===== src/mrnp_pkg.sv =====
// Shared types, character codes and limits for the multi-radix number parser.
package mrnp_pkg;

    // Parser phase, one-hot
    typedef enum logic [8:0] {
        PH_IDLE      = 9'b000000001,
        PH_SKIP      = 9'b000000010,
        PH_ZERO      = 9'b000000100,
        PH_HEX_START = 9'b000001000,
        PH_HEX       = 9'b000010000,
        PH_OCT       = 9'b000100000,
        PH_BIN_START = 9'b001000000,
        PH_BIN       = 9'b010000000,
        PH_DEC       = 9'b100000000
    } phase_t;

    // Result status codes
    localparam logic [1:0] ST_OK   = 2'd0;
    localparam logic [1:0] ST_NONE = 2'd1;
    localparam logic [1:0] ST_OVF  = 2'd2;

    // Character codes
    localparam logic [7:0] CH_NUL   = 8'h00;
    localparam logic [7:0] CH_SPACE = 8'h20;
    localparam logic [7:0] CH_0     = 8'h30;
    localparam logic [7:0] CH_1     = 8'h31;
    localparam logic [7:0] CH_5     = 8'h35;
    localparam logic [7:0] CH_7     = 8'h37;
    localparam logic [7:0] CH_9     = 8'h39;
    localparam logic [7:0] CH_UP_A  = 8'h41;
    localparam logic [7:0] CH_UP_B  = 8'h42;
    localparam logic [7:0] CH_UP_F  = 8'h46;
    localparam logic [7:0] CH_UP_X  = 8'h58;
    localparam logic [7:0] CH_LO_A  = 8'h61;
    localparam logic [7:0] CH_LO_B  = 8'h62;
    localparam logic [7:0] CH_LO_F  = 8'h66;
    localparam logic [7:0] CH_LO_X  = 8'h78;

    // Overflow guards and limits
    localparam logic [31:0] DEC_LIMIT = 32'd429496729;
    localparam logic [31:0] HEX_GUARD = 32'hf0000000;
    localparam logic [31:0] OCT_GUARD = 32'he0000000;
    localparam logic [31:0] BIN_GUARD = 32'h80000000;
    localparam logic [31:0] ALL_ONES  = 32'hffffffff;
    localparam logic [7:0]  POS_MAX   = 8'hff;

    // Next state and result of one parser step
    typedef struct packed {
        phase_t      phase;
        logic [31:0] acc;
        logic [7:0]  pos;
        logic        emit;
        logic [31:0] value;
        logic [1:0]  status;
        logic [7:0]  end_pos;
    } step_t;

    // Hex digit decode: {valid, digit}
    function automatic logic [4:0] hex_digit(input logic [7:0] c);
        logic [4:0] r;
        r = 5'd0;
        if (c >= CH_0 && c <= CH_9) begin
            r = {1'b1, c[3:0]};
        end else if ((c >= CH_UP_A && c <= CH_UP_F) || (c >= CH_LO_A && c <= CH_LO_F)) begin
            r = {1'b1, c[3:0] + 4'd9};
        end
        return r;
    endfunction

endpackage


===== src/mrnp_step.sv =====
// One parser step: next phase, accumulator, position and result for a character.
module mrnp_step (
    input  logic                 first,
    input  logic [7:0]           character,
    input  mrnp_pkg::phase_t     phase,
    input  logic [31:0]          acc,
    input  logic [7:0]           pos,
    output mrnp_pkg::step_t      step
);

    always_comb
    begin
        mrnp_pkg::phase_t ph;
        logic [31:0]      a;
        logic [7:0]       p;
        logic [4:0]       hd;
        logic             is_dec;
        logic             is_oct;
        logic             is_bin;
        logic [31:0]      acc_x10;

        // restart on first
        ph = first ? mrnp_pkg::PH_SKIP : phase;
        a  = first ? 32'd0 : acc;
        p  = first ? 8'd0 : pos;

        hd      = mrnp_pkg::hex_digit(character);
        is_dec  = (character >= mrnp_pkg::CH_0) && (character <= mrnp_pkg::CH_9);
        is_oct  = (character >= mrnp_pkg::CH_0) && (character <= mrnp_pkg::CH_7);
        is_bin  = (character == mrnp_pkg::CH_0) || (character == mrnp_pkg::CH_1);
        acc_x10 = {a[28:0], 3'b000} + {a[30:0], 1'b0} + {28'd0, character[3:0]};

        step.phase   = ph;
        step.acc     = a;
        step.pos     = (ph == mrnp_pkg::PH_IDLE || p == mrnp_pkg::POS_MAX) ? p : p + 8'd1;
        step.emit    = 1'b0;
        step.value   = 32'd0;
        step.status  = mrnp_pkg::ST_NONE;
        step.end_pos = 8'd0;

        unique case (ph)
            mrnp_pkg::PH_IDLE:
            begin
                step.phase = mrnp_pkg::PH_IDLE;
            end
            mrnp_pkg::PH_SKIP:
            begin
                if (character != mrnp_pkg::CH_NUL && character <= mrnp_pkg::CH_SPACE) begin
                    step.phase = mrnp_pkg::PH_SKIP;
                end else if (character == mrnp_pkg::CH_0) begin
                    step.acc   = 32'd0;
                    step.phase = mrnp_pkg::PH_ZERO;
                end else if (character == mrnp_pkg::CH_LO_B || character == mrnp_pkg::CH_UP_B) begin
                    step.acc   = 32'd0;
                    step.phase = mrnp_pkg::PH_BIN_START;
                end else if (is_dec) begin
                    step.acc   = {28'd0, character[3:0]};
                    step.phase = mrnp_pkg::PH_DEC;
                end else begin
                    step.emit = 1'b1;
                end
            end
            mrnp_pkg::PH_ZERO:
            begin
                if (character == mrnp_pkg::CH_LO_X || character == mrnp_pkg::CH_UP_X) begin
                    step.phase = mrnp_pkg::PH_HEX_START;
                end else if (is_oct) begin
                    step.acc   = {29'd0, character[2:0]};
                    step.phase = mrnp_pkg::PH_OCT;
                end else begin
                    step.emit    = 1'b1;
                    step.status  = mrnp_pkg::ST_OK;
                    step.end_pos = p;
                end
            end
            mrnp_pkg::PH_HEX_START:
            begin
                if (hd[4]) begin
                    step.acc   = {28'd0, hd[3:0]};
                    step.phase = mrnp_pkg::PH_HEX;
                end else begin
                    step.emit = 1'b1;
                end
            end
            mrnp_pkg::PH_HEX:
            begin
                if (!hd[4]) begin
                    step.emit    = 1'b1;
                    step.value   = a;
                    step.status  = mrnp_pkg::ST_OK;
                    step.end_pos = p;
                end else if ((a & mrnp_pkg::HEX_GUARD) != 32'd0) begin
                    step.emit   = 1'b1;
                    step.value  = mrnp_pkg::ALL_ONES;
                    step.status = mrnp_pkg::ST_OVF;
                end else begin
                    step.acc = {a[27:0], hd[3:0]};
                end
            end
            mrnp_pkg::PH_OCT:
            begin
                if (!is_oct) begin
                    step.emit    = 1'b1;
                    step.value   = a;
                    step.status  = mrnp_pkg::ST_OK;
                    step.end_pos = p;
                end else if ((a & mrnp_pkg::OCT_GUARD) != 32'd0) begin
                    step.emit   = 1'b1;
                    step.value  = mrnp_pkg::ALL_ONES;
                    step.status = mrnp_pkg::ST_OVF;
                end else begin
                    step.acc = {a[28:0], character[2:0]};
                end
            end
            mrnp_pkg::PH_BIN_START:
            begin
                if (is_bin) begin
                    step.acc   = {31'd0, character[0]};
                    step.phase = mrnp_pkg::PH_BIN;
                end else begin
                    step.emit = 1'b1;
                end
            end
            mrnp_pkg::PH_BIN:
            begin
                if (!is_bin) begin
                    step.emit    = 1'b1;
                    step.value   = a;
                    step.status  = mrnp_pkg::ST_OK;
                    step.end_pos = p;
                end else if ((a & mrnp_pkg::BIN_GUARD) != 32'd0) begin
                    step.emit   = 1'b1;
                    step.value  = mrnp_pkg::ALL_ONES;
                    step.status = mrnp_pkg::ST_OVF;
                end else begin
                    step.acc = {a[30:0], character[0]};
                end
            end
            mrnp_pkg::PH_DEC:
            begin
                if (!is_dec) begin
                    step.emit    = 1'b1;
                    step.value   = a;
                    step.status  = mrnp_pkg::ST_OK;
                    step.end_pos = p;
                end else if (a > mrnp_pkg::DEC_LIMIT ||
                             (a == mrnp_pkg::DEC_LIMIT && character > mrnp_pkg::CH_5)) begin
                    step.emit   = 1'b1;
                    step.value  = mrnp_pkg::ALL_ONES;
                    step.status = mrnp_pkg::ST_OVF;
                end else begin
                    step.acc = acc_x10;
                end
            end
            default:
            begin
                step.phase = mrnp_pkg::PH_IDLE;
            end
        endcase

        // every result returns the parser to idle
        if (step.emit) begin
            step.phase = mrnp_pkg::PH_IDLE;
        end
    end

endmodule


===== src/multi_radix_number_parser.sv =====
// Top level of the streaming multi-radix unsigned number parser.
//
//   channel  | signals                               | direction
//   ---------+---------------------------------------+----------
//   char     | char_valid, char_stall, first,        | in
//            | character                             |
//   result   | result_valid, result_stall, value,    | out
//            | status, end_position                  |
//
// One character per cycle while the input is not stalled: a request lands in
// the input register, then the parser step (shift-and-add by ten for decimal,
// guard compares) updates the state and loads the result register. A result
// is valid once its character has passed the input and result registers.
// Reset clears the valid bits and puts the parser idle.
// A stalled result holds the step; the input stalls only while both registers
// are full and the result is stalled.
module multi_radix_number_parser (
    input  logic        clk,
    input  logic        rst_n,
    input  logic        char_valid,
    output logic        char_stall,
    input  logic        first,
    input  logic [7:0]  character,
    output logic        result_valid,
    input  logic        result_stall,
    output logic [31:0] value,
    output logic [1:0]  status,
    output logic [7:0]  end_position
);

    logic              in_valid_reg;
    logic              first_reg;
    logic [7:0]        char_reg;
    mrnp_pkg::phase_t  phase_reg;
    logic [31:0]       acc_reg;
    logic [7:0]        pos_reg;
    logic              out_valid_reg;
    logic [31:0]       value_reg;
    logic [1:0]        status_reg;
    logic [7:0]        end_pos_reg;
    mrnp_pkg::step_t   step;
    logic              fire;

    // advance the held request when the result slot is free or draining
    assign fire       = in_valid_reg && (!out_valid_reg || !result_stall);
    assign char_stall = in_valid_reg && !fire;

    mrnp_step u_step (
        .first     (first_reg),
        .character (char_reg),
        .phase     (phase_reg),
        .acc       (acc_reg),
        .pos       (pos_reg),
        .step      (step)
    );

    // input register: valid bit
    always_ff @(posedge clk or negedge rst_n)
    begin
        if (!rst_n)
        begin
            in_valid_reg <= 1'b0;
        end
        else if (!char_stall)
        begin
            in_valid_reg <= char_valid;
        end
    end

    // input register: payload
    always_ff @(posedge clk)
    begin
        if (char_valid && !char_stall)
        begin
            first_reg <= first;
            char_reg  <= character;
        end
    end

    // parser state
    always_ff @(posedge clk or negedge rst_n)
    begin
        if (!rst_n)
        begin
            phase_reg <= mrnp_pkg::PH_IDLE;
            acc_reg   <= 32'd0;
            pos_reg   <= 8'd0;
        end
        else if (fire)
        begin
            phase_reg <= step.phase;
            acc_reg   <= step.acc;
            pos_reg   <= step.pos;
        end
    end

    // result register: valid bit
    always_ff @(posedge clk or negedge rst_n)
    begin
        if (!rst_n)
        begin
            out_valid_reg <= 1'b0;
        end
        else if (fire)
        begin
            out_valid_reg <= step.emit;
        end
        else if (!result_stall)
        begin
            out_valid_reg <= 1'b0;
        end
    end

    // result register: payload
    always_ff @(posedge clk)
    begin
        if (fire && step.emit)
        begin
            value_reg   <= step.value;
            status_reg  <= step.status;
            end_pos_reg <= step.end_pos;
        end
    end

    assign result_valid = out_valid_reg;
    assign value        = value_reg;
    assign status       = status_reg;
    assign end_position = end_pos_reg;

endmodule

===== config.mk =====
export PLATFORM = sky130hd
export DESIGN_NAME = multi_radix_number_parser
export DESIGN_NICKNAME = d
export VERILOG_FILES = /design/src/mrnp_pkg.sv /design/src/mrnp_step.sv /design/src/multi_radix_number_parser.sv
export SDC_FILE = /design/constraint.sdc
export NUM_CORES = 1
export LEC_CHECK = 0
export BUFFER_PORTS_ARGS = -buffer_cell sky130_fd_sc_hd__buf_2
export CELL_PAD_IN_SITES_DETAIL_PLACEMENT = 0
export CELL_PAD_IN_SITES_GLOBAL_PLACEMENT = 1
export CORE_MARGIN = 2
export CORE_UTILIZATION = 40
export DETAILED_ROUTE_END_ITERATION = 6
export PLACE_DENSITY = 0.78
export SLEW_MARGIN = 10
export SYNTH_ARGS = -nofsm -noshare
export SYNTH_HDL_FRONTEND = slang
export SYNTH_HIERARCHICAL = 1
export SYNTH_SLANG_ARGS = --single-unit

===== constraint.sdc =====
create_clock -name clk -period 7.1 [get_ports clk]
set_input_delay 0.355 -clock clk [delete_from_list [all_inputs] [get_ports clk]]
set_output_delay 0.355 -clock clk [all_outputs]
set_load 0.03 [all_outputs]

# Word-level counts from Yosys, hierarchy flattened
# Cells that the tools add are included.
# totals
inputBits	13
ff_bits	102
elab_cells	121
# classes
n_eq_ne	18
add_sub_neg	4
muxes	54
order_cmp	10
n_reduce_logical	25
# op_table
operator	count
32-bit two-way mux	11
35-bit two-way mux	8
32-bit case mux with 8 select lines	1
41-bit two-way mux	6
32-bit case mux with 4 select lines	1
32-bit nonzero test	2
10-bit case mux with 5 select lines	1
8-bit two-way mux	6
9-bit two-way mux	5
9-bit case mux with 5 select lines	1
32-bit adder	1
32-bit by 4-bit adder with 32-bit output	1
32-bit by 29-bit equality test with 1-bit output, second input constant	1
8-bit by 7-bit equality test with 1-bit output, second input constant	4
32-bit by 29-bit > comparator with 1-bit output, second input constant	1
8-bit by 6-bit less-or-equal comparator with 1-bit output, second input constant	3
8-bit by 6-bit equality test with 1-bit output, second input constant	2
8-bit by 7-bit greater-or-equal comparator with 1-bit output, second input constant	2
8-bit by 7-bit less-or-equal comparator with 1-bit output, second input constant	2
1-bit logical AND	10
1-bit two-way mux	10
10-bit two-way mux	1
5-bit two-way mux	2
9-bit by 1-bit equality test with 1-bit output, second input constant	1
19 further kinds	28

# Depth between registers and ports, before layout
# Gate-level depths: netlist (run 1).
# depth
ltp_word	8
ltp_mapped	19
mapped_depth_nobuf	16

# Cells and area by module
# The synthesis (run 1) kept the hierarchy.
# by_module_without_submodules
module	n_inst	cells_per_inst	area_per_inst_um2
mrnp_step	1	932	5830.6
multi_radix_number_parser	1	165	3503.4

# Worst setup path before layout (run 1)
# No wires, ideal clock.
# synth_timing
path_kind	register -> register
startpoint	register first_reg
endpoint	register end_pos_reg[0], in the netlist end_position[0] (enable)
path_buffers	2
stages_incl_launch_ff	12
arrival_time_ns	4.563
setup_ns	0.455
slack_ns	2.082
path_cell_list	edfxtp_1 > clkbuf_1 > nor4_2 > o21ai_0 > or2_2 > clkbuf_1 > nor2_1 > a21oi_1 > nand3_1 > or2_2 > nand2_1 > a21oi_1
# synth_rtl
item	line_no	source
start: declaration	multi_radix_number_parser.sv:32	logic first_reg;
start signal: assignment	multi_radix_number_parser.sv:75	first_reg <= first;
end signal: assignment	multi_radix_number_parser.sv:121	end_pos_reg <= step.end_pos;
end: declaration	multi_radix_number_parser.sv:40	logic [7:0] end_pos_reg;

==> reports/results.tsv, run 1 <==
metric	value	unit
largest net degree at the start of global routing	52	
full die area	24600	um2
Psw	0.393	mW
post-synth top area share	16.4	%
Post-DRT Antenna Nets	0	
total number of vias	9050	
Initial Utilization	41.0	%
Post CTS Setup Buffer Count	0	
r2r worst-path depth	13	
initial DRC count	1130	
critical path data arrival time	5560	ps
syn_nets	1176	
final WL	31900	um
Worst IR Drop VDD	0.000119	V
ys async rst share	50.0	%
synth unique cells	77	
GRT Overall Usage	26.0	%
Tcrit/Tclk final	74.9	%
YS warnings	6	
Rel. slew slack	13.2	%
Max-Cap Viols	0	
average via count per standard cell	6.29	
outcome	complete, but fails checks	
Setup CP Type	flip-flop to flip-flop	
Fin Setup TNS	0	ps
#FFs+latches synth	102	
Tightest Hold Check Type	input pin to async pin	
Area growth, synth to finish	9.21	%
DRC	6	
number of synthesized flops with an enable pin	51	
Clock Skew	10.5	ps
post_cts resized	0	
vias in the first global route	8476	
total CTS buffers	9	
Pwr per Cell Area	133	nW/um2
shortest period the worst path allows	5320	ps
CP Capture Type	flip-flop	
Final setup viols	0	
Worst R2R Setup Slack	1780	ps
fillcell total	2238	
cells after synthesis	1097	
Primary FF master, synth	edfxtp_1	
PortBufs	56	
Clock Latency Late Sink	360	ps
antenna violations before repair	0	
drt pass-1 iters	7	
# clock sinks	102	
share of cells above drive strength 1	15.2	%
detailed placement HPWL	22300	um
Area contributors post-synth	edfxtp_1 16%, dfrtp_1 13%, ha_1 8.6%	
clock-pin transition on the worst setup and hold timing paths	80	ps
CTS Hold Bufs	0	
Syn Std Cell Area	9330	um2
crit path to	acc_reg[28]	
Worst Setup SP	first_reg	
failing checks	DRC	
CTS tree	yes	
grt total ovfl	0	
switching share of power	29.1	%
final hold violation count	0	
RePlAce Congestion	0.917	
root buffer cell	clkbuf_16	
Worst Setup Start Kind	flip-flop	
core area	22800	um2
syn_area_per_cell	8.51	um2
setup ws final	1780	ps
antenna cells	0	
Crit path required time	7340	ps
cell taking the most area after synthesis	edfxtp_1	
htree depth	3	
sequential power share	50.0	%
Critical Path Fanout Max	26	
fin nets	1199	
clk buf depth	2	
first-pass GRT wire length	49400	um
routed len/inst	22.2	um
Clk pwr share	36.0	%
R2R Path End	acc_reg[28]	
leakage power	4.45	nW
Max Clk Rate	188	MHz
Least-Margin Pin Slew	1300	ps
RSZ-0062 raised after global routing	false	
combinational power share	14.0	%
Slew Limit Fails	0	
Seq/Total Area, Yosys	30.1	%
die extent in y	157	um
DP Worst Slack	1940	ps
io pins	57	
r2r startpoint	first_reg	
Pint	0.959	mW
row count	55	
die width	157	um
==> synth_stat cells, drive strengths merged (7+ instances only) <==
library cell,n
o31ai,10
a221o,9
nand2,85
a22oi,15
nand2b,35
nor4b,8
and2,16
a21oi,65
inv,34
nor2b,26
o211ai,13
nor3,18
mux2,52
o22ai,38
o221ai,8
edfxtp,51
dfrtp,50
or2,10
and3,7
o21ai,128
nor2,86
xor2,13
mux2i,12
nand3b,8
buf,8
nand3,17
nand4,22
a21o,10
xnor2,18
ha,64
clkbuf,58
a221oi,16
nor4,10
==> power groups by stage <==
stage               combinational, mW  sequential [mW]  clock (mW)
floorplan                       0.107            0.711           0
CTS                             0.189            0.676       0.495
global placement                0.187            0.688           0
detailed placement              0.188            0.688           0
global route                    0.202            0.680       0.514
finish                          0.189            0.676       0.487
==> routing by layer <==
metal  GRT usage, %  up-vias  part of all wire, %
met2           38.8      541                   43
met4           11.2        0                  3.6
met3           4.79       95                   10
met5              0        -                    0
met1           36.5     4235                   43
li1               -     4179                    -
==> how the worst min path moves through the flow <==
stage	startpoint	end	slack (ps)
4_1_cts	character[2]	char_reg[2]	160
3_3_place_gp	pos_reg[0]	pos_reg[0]	500
6_report	rst_n	pos_reg[4]	110
2_1_floorplan	rst_n	acc_reg[0]	60
5_1_grt	character[7]	char_reg[7]	160
3_5_place_dp	pos_reg[0]	pos_reg[0]	490
==> logic make-up after synthesis <==
family,Yosys count,synth area share (%)
adder cells (fa/ha/maj),66,9.01
AND/OR/NAND/NOR,373,21.2
AO/OA/AOI/OAI,358,24.4
buffers and inverters,103,4.48
XOR/XNOR,31,2.91
multiplexers,64,7.96
flip-flops,102,30.1
==> layout make-up <==
cell class	instances	area [um2]	area share (%)
timing repair buffer	78	445	4.37
clock inverter	7	52.6	0.516
inverter	37	139	1.36
multi-input combinational	892	6130	60.1
sequential	102	2810	27.6
tap	313	392	3.84
clock buffer	9	225	2.21
==> stage by stage <==
stage          power (mW)  util, %  hold slack [ps]  instance area [um2]  instances
2_1_floorplan       0.818        -             59.4                 9330       1097
3_3_place_gp        0.875     43.5              499                 9920       1422
3_5_place_dp        0.876     43.5              491                 9920       1422
4_1_cts              1.36     44.8              156                10200       1438
5_1_grt              1.40     44.8              155                10200       1438
6_report             1.35     44.8              108                10200       1438
==> worst max-delay path, stage by stage, from the launching register on <==
cell and delay [ps]:
edfxtp_1 750, nor2b_1 770, ha_1 370, ha_1 370
nand2_1 90, nor4_1 430, o2111ai_1 180, and3_1 250
o311a_1 420, o311ai_0 750, a31oi_1 210, xor2_1 180
o221ai_1 130, mux2_4 270
==> placed cells by master (no fill, tap or decap), types with 9 or more instances in the layout <==
cell type,netlist,final
a21o_1,10,10
nand3_1,17,17
ha_1,64,64
buf_4,3,22
or2_2,9,9
nand2b_1,35,35
o22ai_1,38,38
inv_1,32,32
and2_1,16,16
o31ai_1,10,10
xor2_1,13,13
o21ai_0,127,127
edfxtp_1,51,51
a22oi_1,15,15
nor2_1,86,85
nor2b_1,26,26
nand4_1,22,22
xnor2_1,18,18
mux2i_1,12,12
buf_2,1,56
o211ai_1,13,13
a221o_1,9,9
mux2_2,42,42
a221oi_1,16,16
clkbuf_16,0,9
dfrtp_1,50,50
mux2_4,10,10
a21oi_1,64,62
nand2_1,84,84
nor3_1,16,16
Note: power is estimated with default switching activity, not from simulation.
==> run 2, diff against run 1 <==
==> constraint.sdc (replaced) <==
create_clock -name clk -period 5 [get_ports clk]
set_input_delay 0.25 -clock clk [delete_from_list [all_inputs] [get_ports clk]]
set_output_delay 0.25 -clock clk [all_outputs]
set_load 0.03 [all_outputs]
==> run 2 against run 1 <==
  * The run now ends clean
  * Largest cell class unchanged
  * Sequential power is 41% higher
  * Global-route usage is 0.59 points lower
  * Hold slack lost 95 ps
  * Non-clock buffer count increased by 22
  * Combinational power rose by 47%
  * Clock power grew 50%
  * Register-to-register slack got worse by 1400 ps
  * Largest power group unchanged
==> reports/results.tsv, run 2 (synthesis results as in run 1) <==
metric	value	unit	change
die width	157	um	unchanged
first-pass GRT wire length	48500	um	-1.8%
Pwr per Cell Area	188	nW/um2	+42%
RSZ-0062 raised after global routing	false		
Worst IR Drop VDD	0.000152	V	+28%
htree depth	3		unchanged
root buffer cell	clkbuf_16		
die extent in y	157	um	unchanged
most frequent cells in the layout	127 x o21ai_0, 85 x nor2_1, 84 x nand2_1		
CTS tree	yes		
Final setup viols	0		unchanged
average via count per standard cell	6.18		-1.8%
initial DRC count	1090		-3.5%
share of cells above drive strength 1	16.8	%	+1.6 points
grt total ovfl	0		unchanged
sequential power share	48.6	%	-1.4 points
Fin Setup TNS	0	ps	unchanged
Tightest Hold Check Type	input pin to async pin		
Tcrit/Tclk final	91.7	%	+17 points
Slew Limit Fails	0		unchanged
Psw	0.546	mW	+39%
total CTS buffers	9		unchanged
final hold violation count	0		unchanged
routed len/inst	21.3	um	-3.9%
drt pass-1 iters	6		-1
total number of vias	9023		-0.30%
Worst Setup SP	first_reg		
Clock Latency Late Sink	360	ps	about the same
DRC	0		-6
vias in the first global route	8378		-1.2%
Pint	1.41	mW	+47%
# clock sinks	102		unchanged
io pins	57		unchanged
Crit path required time	5240	ps	-2100 ps
Critical Path Fanout Max	12		-54%
CTS Hold Bufs	0		unchanged
clock-pin transition on the worst setup and hold timing paths	80	ps	about the same
PortBufs	56		unchanged
total power	1.96	mW	+45%
Rel. slew slack	33.4	%	+20 points
antenna violations before repair	0		unchanged
R2R Path End	acc_reg[28]		
r2r startpoint	first_reg		
Clock Skew	13.5	ps	+3.02 ps
full die area	24600	um2	unchanged
Setup CP Type	flip-flop to flip-flop		
Least-Margin Pin Slew	989	ps	-308 ps
Initial Utilization	41.0	%	unchanged
detailed placement HPWL	22300	um	about the same
commonest non-fill, non-tap cell in the layout	o21ai_0		
core area	22800	um2	unchanged
CP Capture Type	flip-flop		
combinational power share	14.1	%	about the same
largest net degree at the start of global routing	52		unchanged
leakage power	4.58	nW	+2.8%
Post-DRT Antenna Nets	0		unchanged
r2r worst-path depth	17		+4
Clk pwr share	37.3	%	+1.3 points
critical path data arrival time	4830	ps	-730 ps
fin nets	1221		+1.8%
switching share of power	27.9	%	-1.2 points
Area growth, synth to finish	11.4	%	
Worst Setup Start Kind	flip-flop		
RePlAce Congestion	0.934		+1.8%
clk buf depth	2		unchanged
row count	55		unchanged
outcome	finished clean		
Max-Cap Viols	0		unchanged
Max Clk Rate	218	MHz	+16%
Worst R2R Setup Slack	420	ps	-1360 ps
shortest period the worst path allows	4580	ps	-735 ps
final WL	31100	um	-2.5%
GRT Overall Usage	25.4	%	-0.59 points
antenna cells	0		unchanged
run 2: layout make-up:
| class | count | area, um2 |
|---|---|---|
| Fill cell | 2195 | 12400 |
| Multi-Input combinational cell | 892 | 6140 |
| Sequential cell | 102 | 2810 |
| Timing Repair Buffer | 100 | 623 |
| Tap cell | 313 | 392 |
| Clock buffer | 12 | 268 |
| Inverter | 37 | 139 |
| Clock inverter | 4 | 36.3 |
run 2: worst max-delay path, cell delays in order (launching register included):
cell       delay [ps]
edfxtp_1          370
buf_4             180
nand2b_1          220
inv_1             230
ha_1              200
ha_1              210
inv_1              80
fa_1              450
nor2b_1           170
o31a_1            220
o2111ai_1         140
and3_1            230
o311a_1           420
o311ai_1          540
a31oi_1           180
xor2_1            170
o221ai_1          160
mux2_4            290
run 2: layer usage:
metal,GRT usage (%),vias up,wire (um)
met5,0,-,0
met4,9.04,0,957
met3,5.37,81,2920
met2,38.4,487,13500
met1,35.6,4226,13700
li1,-,4229,-
run 2: worst max-delay path by stage:
stage                             end  slack, ps  depth (start not counted)
after floorplan           acc_reg[28]        370                         18
after global placement    acc_reg[28]        200                         15
after detailed placement  acc_reg[28]         50                         15
after CTS                 acc_reg[28]         20                         15
after global routing      acc_reg[28]        130                         17
final                     acc_reg[28]        420                         17
run 2: power groups by stage:
stage,sequential [mW],clock [mW],combinational [mW]
final,0.952,0.730,0.277
after global routing,0.958,0.774,0.297
after CTS,0.954,0.742,0.272
after detailed placement,0.972,0,0.272
after global placement,0.970,0,0.271
after floorplan,1.01,0,0.153
run 2: stage by stage:
step | utilization, % | instance area [um2] | instances | setup WS, ps | hold slack, ps
final | 45.7 | 10400 | 1460 | 416 | 12.9
after global routing | 45.7 | 10400 | 1460 | 127 | 44.8
after CTS | 45.6 | 10400 | 1457 | 20.4 | 47.5
after detailed placement | 44.2 | 10100 | 1441 | 49.6 | 428
after global placement | 44.2 | 10100 | 1441 | 196 | 427
after floorplan | - | 9340 | 1097 | 368 | -45.6
run 2: timing repair:
action / in CTS / in global routing
endpoints found under the setup margin: 0 / 5
gates resized for setup: 0 / 1
buffers inserted: 0 / 3
==> run 3, diff against run 2 <==
--- a/config.mk
+++ b/config.mk
@@ -11,6 +11,7 @@
 export CORE_MARGIN = 2
 export CORE_UTILIZATION = 40
 export DETAILED_ROUTE_END_ITERATION = 6
+export HOLD_SLACK_MARGIN = 0.08
 export PLACE_DENSITY = 0.78
 export SLEW_MARGIN = 10
 export SYNTH_ARGS = -nofsm -noshare
==> run 3 against run 2 <==
  * Critical path depth stayed put
  * Combinational power up 3%
  * Largest cell class unchanged
  * Non-clock buffer count increased by 11
  * Hold slack gained 180 ps
==> reports/results.tsv, run 3 (synthesis results as in run 1) <==
metric	value	unit	change
outcome	finished clean		
Final setup viols	0		unchanged
core area	22800	um2	unchanged
Clk pwr share	37.0	%	-0.3 points
Worst Hold Depth	3		
antenna violations before repair	0		unchanged
grt total ovfl	0		unchanged
met2 Use GR	38.6	%	+0.17 points
Fin Setup TNS	0	ps	unchanged
initial DRC count	1028		-5.7%
io pins	57		unchanged
CP peak stage delay	540	ps	about the same
Max-Cap Viols	0		unchanged
first-pass GRT wire length	48700	um	+0.28%
RSZ-0062 raised after global routing	false		
leakage power	4.62	nW	+1.0%
Setup CP Type	flip-flop to flip-flop		
register area	2810	um2	unchanged
clock-pin transition on the worst setup and hold timing paths	70	ps	about the same
M3 GR Usage	5.37	%	unchanged
Pint	1.42	mW	+0.38%
delay-heaviest family, CP	compound AO/OA/AOI/OAI gates		
row count	55		unchanged
switching share of power	27.7	%	-0.20 points
routed len/inst	21.2	um	-0.48%
total CTS buffers	9		unchanged
hold_sp	result_stall		
Finished Cell Area	10500	um2	+1.1%
vias in the first global route	8436		+0.69%
most frequent cells in the layout	127 x o21ai_0, 85 x nor2_1, 84 x nand2_1		
Worst IR Drop VDD	0.000151	V	-0.21%
Area after DPL	10100	um2	unchanged
Slew Limit Fails	0		unchanged
Psw	0.543	mW	-0.60%
total number of vias	9122		+1.1%
die extent in y	157	um	unchanged
Clock Latency Late Sink	360	ps	about the same
full die area	24600	um2	unchanged
largest net degree at the start of global routing	52		unchanged
combinational power share	14.5	%	+0.4 points
root buffer cell	clkbuf_16		
Crit path required time	5240	ps	about the same
critical path data arrival time	4820	ps	about the same
DRC	0		unchanged
antenna cells	0		unchanged
r2r worst-path depth	17		unchanged
Rel. slew slack	30.6	%	-2.8 points
R2R Path End	acc_reg[28]		
GRT Overall Usage	25.4	%	+0.069 points
CP Cell Sequence	buf_4 -> nand2b_1 -> inv_1 -> ha_1 -> ha_1 -> inv_1 -> fa_1 -> nor2b_1 -> o31a_1 -> o2111ai_1 -> and3_1 -> o311a_1 -> o311ai_1 -> a31oi_1 -> xor2_1 -> o221ai_1 -> mux2_4		
average via count per standard cell	6.20		+0.34%
Hold Crit Endpoint	result_valid		
# clock sinks	102		unchanged
share of cells above drive strength 1	16.7	%	-0.16 points
Post-DRT Antenna Nets	0		unchanged
fillcell total	2186		-0.41%
r2r startpoint	first_reg		
CP Capture Type	flip-flop		
most used routing layer	met2		
Clock Skew	11.2	ps	-2.28 ps
drt pass-1 iters	7		+1
PortBufs	56		unchanged
Slowest cell on crit path	o311ai_1		
Tightest Hold Check Type	input pin to flip-flop		
Critical Path Fanout Max	12		unchanged
detailed placement HPWL	22300	um	unchanged
Area growth, synth to finish	12.6	%	
CTS tree	yes		
shortest period the worst path allows	4570	ps	-10.3 ps
Worst R2R Setup Slack	430	ps	about the same
Initial Utilization	41.0	%	unchanged
clk buf depth	2		unchanged
Tcrit/Tclk final	91.5	%	-0.21 points
multi-input logic area	6140	um2	unchanged
Worst Setup Start Kind	flip-flop		
die width	157	um	unchanged
final hold violation count	0		unchanged
Max Clk Rate	219	MHz	+0.22%
final WL	31200	um	+0.27%
Pwr per Cell Area	187	nW/um2	-0.94%
Least-Margin Pin Slew	1030	ps	+40.8 ps
htree depth	3		unchanged
RePlAce Congestion	0.934		unchanged
fin nets	1232		+0.90%
Buf/Inv on CP	3		unchanged
sequential power share	48.5	%	about the same
GR Util met1	35.7	%	+0.070 points
commonest non-fill, non-tap cell in the layout	o21ai_0		
-- run 3: cell count changes in the layout (fill, tap and decap cells not counted) --
| cell | change |
|---|---|
| dlygate4sd3_1 | +11 |
-- run 3: area by class of cell --
cell class	count	share of cell area [%]
inverters	37	1.32
flip-flops and latches	102	26.7
clock buffers	12	2.55
repair buffers	111	6.97
clock inverters	4	0.345
multi-input cells	892	58.4
well taps	313	3.73
-- run 3: worst max path at each step --
stage,start,end,slack (ps),cells after the start
5_1_grt,first_reg,acc_reg[28],130,17
3_3_place_gp,first_reg,acc_reg[28],200,15
4_1_cts,first_reg,acc_reg[28],20,15
2_1_floorplan,first_reg,acc_reg[28],370,18
3_5_place_dp,first_reg,acc_reg[28],50,15
6_report,first_reg,acc_reg[28],430,17
-- run 3: stage by stage --
stage / power [mW] / setup slack (ps) / hold WS [ps] / util [%] / instances
global placement: 1.24 / 196 / 427 / 44.2 / 1441
detailed placement: 1.24 / 49.6 / 428 / 44.2 / 1441
global route: 2.03 / 127 / 206 / 46.2 / 1471
floorplan: 1.16 / 368 / -45.6 / - / 1097
CTS: 1.98 / 20.4 / 179 / 46.1 / 1468
finish: 1.96 / 426 / 192 / 46.2 / 1471
-- run 3: what timing repair did --
item                                    in CTS  in global routing
endpoints found under the hold margin       60                  0
resized for setup                            0                  1
hold buffers                                11                  0
endpoints found under the setup margin       0                  5
buffers inserted                             0                  3
-- run 3: worst register-to-register path, stage by stage, from the launching register on --
cell and delay, ps:
edfxtp_1 360, buf_4 180, nand2b_1 220, inv_1 230
ha_1 200, ha_1 210, inv_1 80, fa_1 450
nor2b_1 170, o31a_1 220, o2111ai_1 140, and3_1 230
o311a_1 420, o311ai_1 540, a31oi_1 180, xor2_1 170
o221ai_1 160, mux2_4 290
-- run 3: power by group through the flow --
stage               Sequential, mW  Combinational (mW)  Clock (mW)
global route                 0.958               0.304       0.772
finish                       0.952               0.284       0.725
detailed placement           0.972               0.272           0
global placement             0.970               0.271           0
CTS                          0.954               0.279       0.742
floorplan                     1.01               0.153           0
-- run 3: routing by layer --
metal | part of all wire, % | vias to the layer above
met2 | 43 | 475
met4 | 3.2 | 0
met1 | 44 | 4315
met5 | 0 | -
li1 | - | 4252
met3 | 9.3 | 80
